`config.mk`:
```
export PLATFORM = sky130hd
export DESIGN_NAME = led_blink_pattern_generator
export DESIGN_NICKNAME = d
export VERILOG_FILES = /design/src/rtl/core/lbp_pkg.sv /design/src/rtl/core/lbp_cfg_regs.sv /design/src/rtl/core/lbp_step_logic.sv /design/src/rtl/core/led_blink_pattern_generator.sv
export SDC_FILE = /design/constraint.sdc
export NUM_CORES = 1
export LEC_CHECK = 0
export BUFFER_PORTS_ARGS = -buffer_cell sky130_fd_sc_hd__clkbuf_2
export CAP_MARGIN = 30
export CORE_MARGIN = 5
export CORE_UTILIZATION = 40
export DETAILED_ROUTE_END_ITERATION = 16
export PLACE_DENSITY = 0.62
export SETUP_SLACK_MARGIN = 0.4
export SYNTH_ARGS = -nofsm -noshare
export SYNTH_HDL_FRONTEND = slang
export SYNTH_HIERARCHICAL = 1
export SYNTH_SLANG_ARGS = --single-unit
```
`constraint.sdc`:
```
create_clock -name clk -period 15.9 [get_ports clk]
set_input_delay 0 -clock clk [delete_from_list [all_inputs] [get_ports clk]]
set_output_delay 0 -clock clk [all_outputs]
set_load 0.02 [all_outputs]
```
`src/rtl/core/lbp_pkg.sv`:
```
// ----------------------------------------------------------------------------
// lbp_pkg
// shared types, register indexes and reset values of the led blink generator
// ----------------------------------------------------------------------------
package lbp_pkg;

  localparam int TIME_WIDTH_DEF = 32;

  localparam int TICK_W   = 32;
  localparam int PERIOD_W = 32;
  localparam int COUNT_W  = 16;
  localparam int MODE_W   = 3;
  localparam int CFG_IDX_W  = 3;
  localparam int CFG_DATA_W = 32;

  typedef enum logic [MODE_W-1:0] {
    MODE_OFF       = 3'd0,
    MODE_ON        = 3'd1,
    MODE_SLOW      = 3'd2,
    MODE_FAST      = 3'd3,
    MODE_BLINK_N   = 3'd4,
    MODE_HEARTBEAT = 3'd5
  } mode_t;

  localparam logic [CFG_IDX_W-1:0] REG_MODE       = 3'd0;
  localparam logic [CFG_IDX_W-1:0] REG_SLOW       = 3'd1;
  localparam logic [CFG_IDX_W-1:0] REG_FAST       = 3'd2;
  localparam logic [CFG_IDX_W-1:0] REG_HEARTBEAT  = 3'd3;
  localparam logic [CFG_IDX_W-1:0] REG_TARGET     = 3'd4;
  localparam logic [CFG_IDX_W-1:0] REG_ON_PERIOD  = 3'd5;
  localparam logic [CFG_IDX_W-1:0] REG_DARK_TIME  = 3'd6;

  localparam logic [PERIOD_W-1:0] SLOW_TOGGLE_RST       = 32'd1000;
  localparam logic [PERIOD_W-1:0] FAST_TOGGLE_RST       = 32'd200;
  localparam logic [PERIOD_W-1:0] HEARTBEAT_HALF_PERIOD = 32'd500;
  localparam logic [COUNT_W-1:0]  BLINK_GOAL_RST        = 16'd0;
  localparam logic [PERIOD_W-1:0] ON_PERIOD_RST         = 32'd100;
  localparam logic [PERIOD_W-1:0] DARK_TIME_RST         = 32'd100;

  typedef struct packed {
    logic [MODE_W-1:0]   mode;
    logic [PERIOD_W-1:0] slow_period;
    logic [PERIOD_W-1:0] fast_period;
    logic [PERIOD_W-1:0] heartbeat_half_period;
    logic [COUNT_W-1:0]  blink_count_goal;
    logic [PERIOD_W-1:0] on_period;
    logic [PERIOD_W-1:0] dark_time;
  } cfg_t;

endpackage

```
`src/rtl/core/lbp_cfg_regs.sv`:
```
// ----------------------------------------------------------------------------
// lbp_cfg_regs
// configuration register file, flags a mode write for the state restart
// ----------------------------------------------------------------------------
module lbp_cfg_regs (
  input  logic                           clk,
  input  logic                           rst_n,
  input  logic                           wr_en,
  input  logic [lbp_pkg::CFG_IDX_W-1:0]  wr_index,
  input  logic [lbp_pkg::CFG_DATA_W-1:0] wr_data,
  output lbp_pkg::cfg_t                  cfg,
  output logic                           mode_wr
);
  import lbp_pkg::*;

  cfg_t cfg_r;
  cfg_t cfg_nxt;

  always_comb begin
    cfg_nxt = cfg_r;
    if (wr_en) begin
      case (wr_index)
        REG_MODE:       cfg_nxt.mode                  = wr_data[MODE_W-1:0];
        REG_SLOW:       cfg_nxt.slow_period           = wr_data[PERIOD_W-1:0];
        REG_FAST:       cfg_nxt.fast_period           = wr_data[PERIOD_W-1:0];
        REG_HEARTBEAT:  cfg_nxt.heartbeat_half_period = wr_data[PERIOD_W-1:0];
        REG_TARGET:     cfg_nxt.blink_count_goal      = wr_data[COUNT_W-1:0];
        REG_ON_PERIOD:  cfg_nxt.on_period             = wr_data[PERIOD_W-1:0];
        REG_DARK_TIME:  cfg_nxt.dark_time             = wr_data[PERIOD_W-1:0];
        default: ;  // unmapped index, dropped
      endcase
    end
  end

  always_ff @(posedge clk) begin
    if (!rst_n) begin
      cfg_r.mode                  <= MODE_OFF;
      cfg_r.slow_period           <= SLOW_TOGGLE_RST;
      cfg_r.fast_period           <= FAST_TOGGLE_RST;
      cfg_r.heartbeat_half_period <= HEARTBEAT_HALF_PERIOD;
      cfg_r.blink_count_goal      <= BLINK_GOAL_RST;
      cfg_r.on_period             <= ON_PERIOD_RST;
      cfg_r.dark_time             <= DARK_TIME_RST;
    end else begin
      cfg_r <= cfg_nxt;
    end
  end

  assign cfg     = cfg_r;
  assign mode_wr = wr_en && (wr_index == REG_MODE);

endmodule

```
`src/rtl/core/lbp_step_logic.sv`:
```
// ----------------------------------------------------------------------------
// lbp_step_logic
// next-state logic of one tick: elapsed time check and mode behavior
// ----------------------------------------------------------------------------
module lbp_step_logic #(
  parameter int TIME_WIDTH = lbp_pkg::TIME_WIDTH_DEF
) (
  input  lbp_pkg::cfg_t                 cfg,
  input  logic [TIME_WIDTH-1:0]         now,
  input  logic                          level,
  input  logic [TIME_WIDTH-1:0]         last_time,
  input  logic [lbp_pkg::COUNT_W-1:0]   counter,
  input  logic                          restart,
  output logic                          level_nxt,
  output logic [TIME_WIDTH-1:0]         last_time_nxt,
  output logic [lbp_pkg::COUNT_W-1:0]   counter_nxt,
  output logic                          changed
);
  import lbp_pkg::*;

  localparam int CMP_W = (TIME_WIDTH > PERIOD_W) ? TIME_WIDTH : PERIOD_W;

  logic [TIME_WIDTH-1:0] origin;
  logic [TIME_WIDTH-1:0] elapsed;
  logic [PERIOD_W-1:0]   period;
  logic                  over;

  // a pending restart makes this tick the new origin
  assign origin  = restart ? now : last_time;
  assign elapsed = now - origin;

  always_comb begin
    case (cfg.mode)
      MODE_SLOW:      period = cfg.slow_period;
      MODE_FAST:      period = cfg.fast_period;
      MODE_HEARTBEAT: period = cfg.heartbeat_half_period;
      MODE_BLINK_N:   period = level ? cfg.on_period : cfg.dark_time;
      default:        period = cfg.slow_period;
    endcase
  end

  assign over = CMP_W'(elapsed) >= CMP_W'(period);

  always_comb begin
    level_nxt     = level;
    last_time_nxt = origin;
    counter_nxt   = counter;
    if (restart && (cfg.mode == MODE_BLINK_N) && (cfg.blink_count_goal != '0)) begin
      // first blink lights at once
      level_nxt   = 1'b1;
      counter_nxt = COUNT_W'(1);
    end else begin
      case (cfg.mode)
        MODE_ON: level_nxt = 1'b1;
        MODE_SLOW, MODE_FAST, MODE_HEARTBEAT: begin
          if (over) begin
            last_time_nxt = now;
            level_nxt     = ~level;
          end
        end
        MODE_BLINK_N: begin
          if (level) begin
            if (over) begin
              last_time_nxt = now;
              level_nxt     = 1'b0;
            end
          end else if (counter < cfg.blink_count_goal) begin
            if (over) begin
              last_time_nxt = now;
              level_nxt     = 1'b1;
              counter_nxt   = counter + COUNT_W'(1);
            end
          end
        end
        default: level_nxt = 1'b0;
      endcase
    end
  end

  assign changed = level_nxt != level;

endmodule

```
`src/rtl/core/led_blink_pattern_generator.sv`:
```
// ----------------------------------------------------------------------------
// led_blink_pattern_generator
// single-led blink pattern generator driven by timestamp ticks
// ----------------------------------------------------------------------------
// path: out_valid rises once the tick transaction has passed the input register,
//   then the result register; throughput: one tick per cycle while out_ready is high,
//   set by the combinational subtract/compare between the tick register and the result register
// reset: synchronous active-low rst_n; led dark, origin and counter zero,
//   no restart pending, registers at their default values
// ----------------------------------------------------------------------------
module led_blink_pattern_generator #(
  parameter int TIME_WIDTH = lbp_pkg::TIME_WIDTH_DEF
) (
  input  logic                           clk,
  input  logic                           rst_n,
  // configuration write port
  input  logic                           cfg_wr_en,
  input  logic [lbp_pkg::CFG_IDX_W-1:0]  cfg_index,
  input  logic [lbp_pkg::CFG_DATA_W-1:0] cfg_data,
  // tick channel
  input  logic                           in_valid,
  output logic                           in_ready,
  input  logic [lbp_pkg::TICK_W-1:0]     in_tick_time,
  // result channel
  output logic                           out_valid,
  input  logic                           out_ready,
  output logic                           out_led_level,
  output logic                           out_level_changed
);
  import lbp_pkg::*;

  cfg_t cfg;
  logic mode_wr;

  // tick register
  logic                  tick_valid_r;
  logic [TIME_WIDTH-1:0] tick_time_r;

  // blink state
  logic                  level_r;
  logic [TIME_WIDTH-1:0] last_time_r;
  logic [COUNT_W-1:0]    counter_r;
  logic                  restart_r;

  logic                  level_nxt;
  logic [TIME_WIDTH-1:0] last_time_nxt;
  logic [COUNT_W-1:0]    counter_nxt;
  logic                  changed;

  // result register
  logic out_valid_r;
  logic out_level_r;
  logic out_changed_r;

  logic out_free;
  logic step;
  logic in_fire;

  lbp_cfg_regs u_cfg_regs (
    .clk      (clk),
    .rst_n    (rst_n),
    .wr_en    (cfg_wr_en),
    .wr_index (cfg_index),
    .wr_data  (cfg_data),
    .cfg      (cfg),
    .mode_wr  (mode_wr)
  );

  lbp_step_logic #(
    .TIME_WIDTH (TIME_WIDTH)
  ) u_step_logic (
    .cfg           (cfg),
    .now           (tick_time_r),
    .level         (level_r),
    .last_time     (last_time_r),
    .counter       (counter_r),
    .restart       (restart_r),
    .level_nxt     (level_nxt),
    .last_time_nxt (last_time_nxt),
    .counter_nxt   (counter_nxt),
    .changed       (changed)
  );

  // result slot frees when empty or being taken this cycle
  assign out_free = !out_valid_r || out_ready;
  // a held tick is evaluated once the result slot can take it
  assign step     = tick_valid_r && out_free;
  assign in_ready = !tick_valid_r || step;
  assign in_fire  = in_valid && in_ready;

  // tick register, timestamp cut or widened to the time width
  always_ff @(posedge clk) begin
    if (!rst_n) begin
      tick_valid_r <= 1'b0;
    end else if (in_ready) begin
      tick_valid_r <= in_valid;
    end
  end

  always_ff @(posedge clk) begin
    if (in_fire) begin
      tick_time_r <= TIME_WIDTH'(in_tick_time);
    end
  end

  // blink state; the user must write the mode only while no transaction is in flight (not enforced here)
  always_ff @(posedge clk) begin
    if (!rst_n) begin
      level_r     <= 1'b0;
      last_time_r <= '0;
      counter_r   <= '0;
      restart_r   <= 1'b0;
    end else if (mode_wr) begin
      level_r   <= 1'b0;
      counter_r <= '0;
      restart_r <= 1'b1;
    end else if (step) begin
      level_r     <= level_nxt;
      last_time_r <= last_time_nxt;
      counter_r   <= counter_nxt;
      restart_r   <= 1'b0;
    end
  end

  // result register
  always_ff @(posedge clk) begin
    if (!rst_n) begin
      out_valid_r <= 1'b0;
    end else if (out_free) begin
      out_valid_r <= tick_valid_r;
    end
  end

  always_ff @(posedge clk) begin
    if (step) begin
      out_level_r   <= level_nxt;
      out_changed_r <= changed;
    end
  end

  assign out_valid         = out_valid_r;
  assign out_led_level     = out_level_r;
  assign out_level_changed = out_changed_r;

endmodule
```
==> impl_metrics.ini, run 1 <==
[cts]
cts_buffers = 30
cts_tree = yes
cts_setup_buffers = 0
clockBufferDepth = 3
cts-root-buf = clkbuf_16
htree_levels = 1
ctsResizeCount = 0
clock_latency_ns = 0.57
clk_pin_slew_ns = 0.06
numClockSinks = 265

[drt]
via_count = 11874
viasPerCell = 5.26
ant_nets = 0
routed_wl_um = 38300
drt_pass1_iterations = 6
drc = 0
wl_per_cell_um = 17.0
drtIter0Drc = 632

[critical_path]
end_kind = flip-flop
worstPathArrival_ns = 7.42
reg2reg_slack_ns = 8.99
required_ns = 16.41
crit_type = flip-flop to flip-flop
r2r_end = counter_r[6]
cp_max_fo = 35
r2r-start = restart_r
critPathLaunchType = flip-flop
r2r_cells = 22

[global_route]
grt_pass1_wl_um = 62500
grt_pass1_vias = 11841
grt-ovfl-total = 0
grt_max_degree = 219
antenna_found_initial = 1
grt.total_usage_pct = 18.0

[timing]
hold_violations = 0
tightest_slew_ns = 1.08
fin_crit_sh_pct = 43.4
rsz0062_at_grt = no
final-max-slew-violation-count = 0
holdWs_ns = 0.0399
setup_tns_ns = 0
layout_min_cycle_time_ns = 6.91
slew_headroom_pct = 26.0
finClkSkew_ns = 0.0107
fmax_mhz = 145
setup_violations = 0
postLayoutSetupSlackWorst_ns = 8.99

[power]
power_uw = 1630
power_density_nw_per_um2 = 93.5
ir_drop_uv = 78.8
p_leak_uw = 0.00749

[logic_synthesis]
synth_cells = 1634
synth_top_area_cell = dfxtp_1
ys_seq_area_share_pct = 37.1
yosysUniqueCellTypes = 73
synth_fp_nets = 1787
synth_area_leaders = dfxtp_1, mux2i_1, nand2_1, edfxtp_1, ha_1
synth.top_cell.area_share_pct = 30.4
yosys_warnings = 6
synth.avg_cell_area_um2 = 9.32
yosys_register_bits = 265
synth_area_um2 = 15200
synth-async-reset-ratio_pct = 0
synthFlopType = dfxtp_1
synth-edff-count = 34

[worst_hold_path]
hold_class = input port to flip-flop
min_path_cells = 4
hp-start = cfg_wr_en
min_to = restart_r

[cells_and_area]
nFillCells = 3498
drive_gt1_share_pct = 10.8
area_growth_pct = 14.8
fin_area_um2 = 17500
final_net_count = 1874

[floorplanning]
die_h_um = 205
ios = 76
die_area_um2 = 42100
die_w_um = 205
initial_core_util_pct = 40.5
rows = 71
fp.coreArea_um2 = 37600

[placed_design]
dp_hpwl_um = 25500
gp_congestion = 0.870
port-buffer-count = 75
pre_cts_ws_ns = 9.17
dpl-instance-area_um2 = 15700

[run_status]
status = finished, final reports clean

[job]
cap_violations = 0
[layout by cell type (no fill, tap or decap), drive strengths merged, types with 38 or more instances in the layout]
| cell | netlist | final |
|---|---|---|
| inv | 63 | 63 |
| mux2i | 309 | 309 |
| a21oi | 73 | 73 |
| nor2 | 88 | 88 |
| dfxtp | 231 | 231 |
| nand2 | 299 | 299 |
| ha | 80 | 80 |
| o21ai | 39 | 39 |
| nor2b | 38 | 38 |
| dlygate4sd3 | 0 | 72 |
| clkbuf | 50 | 121 |
[area by class of cell]
| cell class | count | area [um^2] | share of cell area, % |
|---|---|---|---|
| multi-input cells | 1199 | 8660 | 49.5 |
| flip-flops and latches | 265 | 5650 | 32.3 |
| repair buffers | 162 | 1260 | 7.23 |
| clock buffers | 46 | 901 | 5.15 |
| well taps | 511 | 639 | 3.66 |
| inverters | 63 | 236 | 1.35 |
| clock inverters | 9 | 130 | 0.744 |
| diodes | 1 | 2.50 | 0.0143 |
[worst max path at each step]
stage | from | to | slack [ns] | cells after the start
floorplan | restart_r | counter_r[8] | 10.72 | 24
global placement | restart_r | counter_r[3] | 9.32 | 22
detailed placement | restart_r | counter_r[6] | 9.17 | 22
CTS | restart_r | counter_r[6] | 9.10 | 22
global route | restart_r | counter_r[6] | 8.66 | 22
finish | restart_r | counter_r[6] | 8.99 | 22
[state kept, by name, indices dropped and copies added (netlist names)]
signal / count
out_led_level: 1
out_level_changed: 1
last_time_r: 32
out_valid: 1
u_cfg_regs/cfg: 179
tick_valid_r: 1
restart_r: 1
level_r: 1
tick_time_r: 32
counter_r: 16
[critical path: stages (launching register included)]
cell,delay (ns)
dfxtp_2,0.31
buf_4,0.49
mux2i_1,0.42
ha_1,0.29
nor2b_1,0.15
o2111ai_1,0.25
a21oi_2,0.13
o41ai_4,0.45
o2111ai_1,0.18
and2_4,0.18
a21oi_4,0.13
a21oi_1,0.09
xor2_1,0.16
ha_1,0.32
a21o_1,0.11
a21o_1,0.13
a21oi_1,0.07
a2111oi_0,0.92
nand3_1,0.92
or4_1,0.76
a21oi_1,0.15
nand4_1,0.13
o21ai_2,0.11
[cell usage after synthesis, types with 10 or more instances]
library cell	n
nand2_1	299
buf_6	17
buf_4	12
xnor2_1	22
buf_2	12
mux2i_1	309
a221oi_1	31
dfxtp_1	231
ha_1	80
nand4_1	32
o21ai_1	15
nor2b_1	38
a21o_1	33
edfxtp_1	34
o21ai_2	10
nand2b_1	12
nor2_1	88
a21oi_1	66
o21a_1	10
nor3_1	11
nand3_1	13
o21ai_0	14
clkbuf_1	50
inv_1	63
[per-stage QoR]
stage               cells  utilization (%)
floorplan            1634                -
global placement     2125             41.7
detailed placement   2128             41.9
CTS                  2255             46.5
global route         2256             46.5
finish               2256             46.5
[report_power, final]
group	switching, uW	total [uW]	internal, uW
logic	126	221	94.6
clock network	283	706	423
registers	12.1	707	695
[metal layers]
metal	global-route usage [%]	wire length, um	vias up
li1	-	-	5929
met3	2.06	1300	57
met1	23.8	17600	5692
met5	0	0	-
met4	5.84	1120	0
met2	30.8	18300	196
[cell families after synthesis]
logic type / after synthesis / synth area share [%]
flip-flops: 265 / 37.1
AO/OA/AOI/OAI: 240 / 11.4
adder cells (fa/ha/maj): 81 / 6.71
XOR/XNOR: 28 / 1.61
multiplexers: 313 / 20.6
AND/OR/NAND/NOR: 537 / 16.4
buffers and inverters: 170 / 6.17
[what timing repair did]
action / 4_1_cts / 5_1_grt
hold buffers: 72 / 0
endpoints found under the hold margin: 246 / 0
endpoints found under the setup margin: 0 / 0
Note: power is estimated with default switching activity, not from simulation.
==> run 2: changes to the inputs <==
==> constraint.sdc (replaced) <==
create_clock -name clk -period 6.92 [get_ports clk]
set_input_delay 0 -clock clk [delete_from_list [all_inputs] [get_ports clk]]
set_output_delay 0 -clock clk [all_outputs]
set_load 0.02 [all_outputs]
==> impl_metrics.ini, run 2 (synthesis gave the netlist of run 1 again) <==
[cts]
cts-root-buf = clkbuf_16
cts_setup_buffers = 0
clock_latency_ns = 0.58
cts_tree = yes
cts_buffers = 30
clk_pin_slew_ns = 0.06
htree_levels = 1
numClockSinks = 265
clockBufferDepth = 3

[critical_path]
worstPathArrival_ns = 6.37
required_ns = 7.41
end_kind = flip-flop
r2r-start = restart_r
cp_max_fo = 23
critPathLaunchType = flip-flop
crit_type = flip-flop to flip-flop
crit_start = restart_r

[worst_hold_path]
hold_class = input port to flip-flop
hp-start = cfg_wr_en

[timing]
setup_violations = 0
layout_min_cycle_time_ns = 5.88
final-max-slew-violation-count = 0
tightest_slew_ns = 0.985
hold_violations = 0
rsz0062_at_grt = no
fmax_mhz = 170
slew_headroom_pct = 34.3
postLayoutSetupSlackWorst_ns = 1.04
setup_tns_ns = 0
fin_crit_sh_pct = 85.0
holdWs_ns = 0.0581
finClkSkew_ns = 0.0187

[floorplanning]
fp.coreArea_um2 = 37600
die_h_um = 205
rows = 71
die_w_um = 205
die_area_um2 = 42100
initial_core_util_pct = 40.5
ios = 76

[global_route]
grt_pass1_wl_um = 61700
grt_max_degree = 201
grt-ovfl-total = 0
antenna_found_initial = 1
grt.total_usage_pct = 17.7
grt_pass1_vias = 11801

[cells_and_area]
largest_reg_flops = 179
final_common_cell = mux2i_1
nFillCells = 3547
area_growth_pct = 14.6
final_cell_mix = mux2i_1, nand2_1, dfxtp_1, nor2_1, ha_1
final_net_count = 1875
seqCellArea_um2 = 5650
drive_gt1_share_pct = 10.9
multiInputGateArea_um2 = 8660

[drt]
drc = 0
ant_nets = 0
drtIter0Drc = 737
via_count = 11825
wl_per_cell_um = 16.9
drt_pass1_iterations = 5
routed_wl_um = 38100
viasPerCell = 5.24

[power]
power_density_nw_per_um2 = 209
ir_drop_uv = 197
power_uw = 3640
p_leak_uw = 0.00749

[job]
cap_violations = 0

[run_status]
status = finished, final reports clean

[placed_design]
port-buffer-count = 75
dp_hpwl_um = 25700
pre_cts_ws_ns = 1.05
gp_congestion = 0.845
## run 2: cell count changes in the layout (fill, tap and decap cells not counted), moves of 2 or more
cell	before	now
clkinv_2	1	10
clkbuf_8	10	6
clkinvlp_4	3	0
buf_12	1	3
bufinv_16	2	0
## run 2: stage by stage
stage                     std cells  utilization [%]  instance area (um^2)
after floorplan                1634                -                 15200
after global placement         2127             41.8                 15700
after detailed placement       2130             42.0                 15800
after CTS                      2257             46.4                 17400
after global routing           2258             46.4                 17400
final                          2258             46.4                 17400
## run 2: area by class of cell
cell class,instances,area share [%]
clock inverters,13,0.545
flip-flops and latches,265,32.4
multi-input cells,1199,49.7
clock buffers,43,4.87
repair buffers,163,7.50
diodes,1,0.0143
inverters,63,1.36
well taps,511,3.67
## run 2: critical path, cell delays in order (launching register included)
cell and delay (ns):
dfxtp_2 0.63, buf_12 0.27, mux2i_1 0.25, ha_1 0.34, a21oi_1 0.30, o21ai_0 0.22
nor4_1 0.40, o311ai_0 0.31, nand2_1 0.24, o21ai_0 0.12, a211oi_1 0.27, nor2_1 0.09
ha_1 0.31, a21o_1 0.16, a21oi_1 0.32, a21oi_2 0.16, o211ai_4 0.69, buf_12 0.27
mux2i_1 0.19, nand2_1 0.07, mux2i_1 0.17
## run 2: layer usage
layer | global-route usage (%) | up-vias | part of all wire (%) | wire length (um)
li1 | - | 5939 | - | -
met1 | 23.6 | 5678 | 47 | 17800
met2 | 31.0 | 174 | 48 | 18400
met3 | 1.88 | 34 | 3.5 | 1330
met4 | 4.02 | 0 | 1.6 | 623
met5 | 0 | - | 0 | 0
## run 2: path summary, 6_finish.rpt
path                endpoint  slack, ns  depth (start not counted)
min                restart_r       0.06                          4
max reg2reg  last_time_r[21]       1.04                         20
min reg2reg   last_time_r[1]       0.46                          2
max          last_time_r[21]       1.04                         20
## run 2: where the power goes
part | leakage [uW] | internal, uW | switching (uW) | total [uW]
logic | 0.00481 | 218 | 287 | 506
registers | 0.00220 | 1600 | 29.4 | 1630
clock network | 0.000474 | 857 | 654 | 1510
## run 2: repair_timing
item	CTS	global route
endpoints found under the setup margin	0	14
resized for setup	0	2
hold buffers	71	0
hold endpoints to repair	231	0
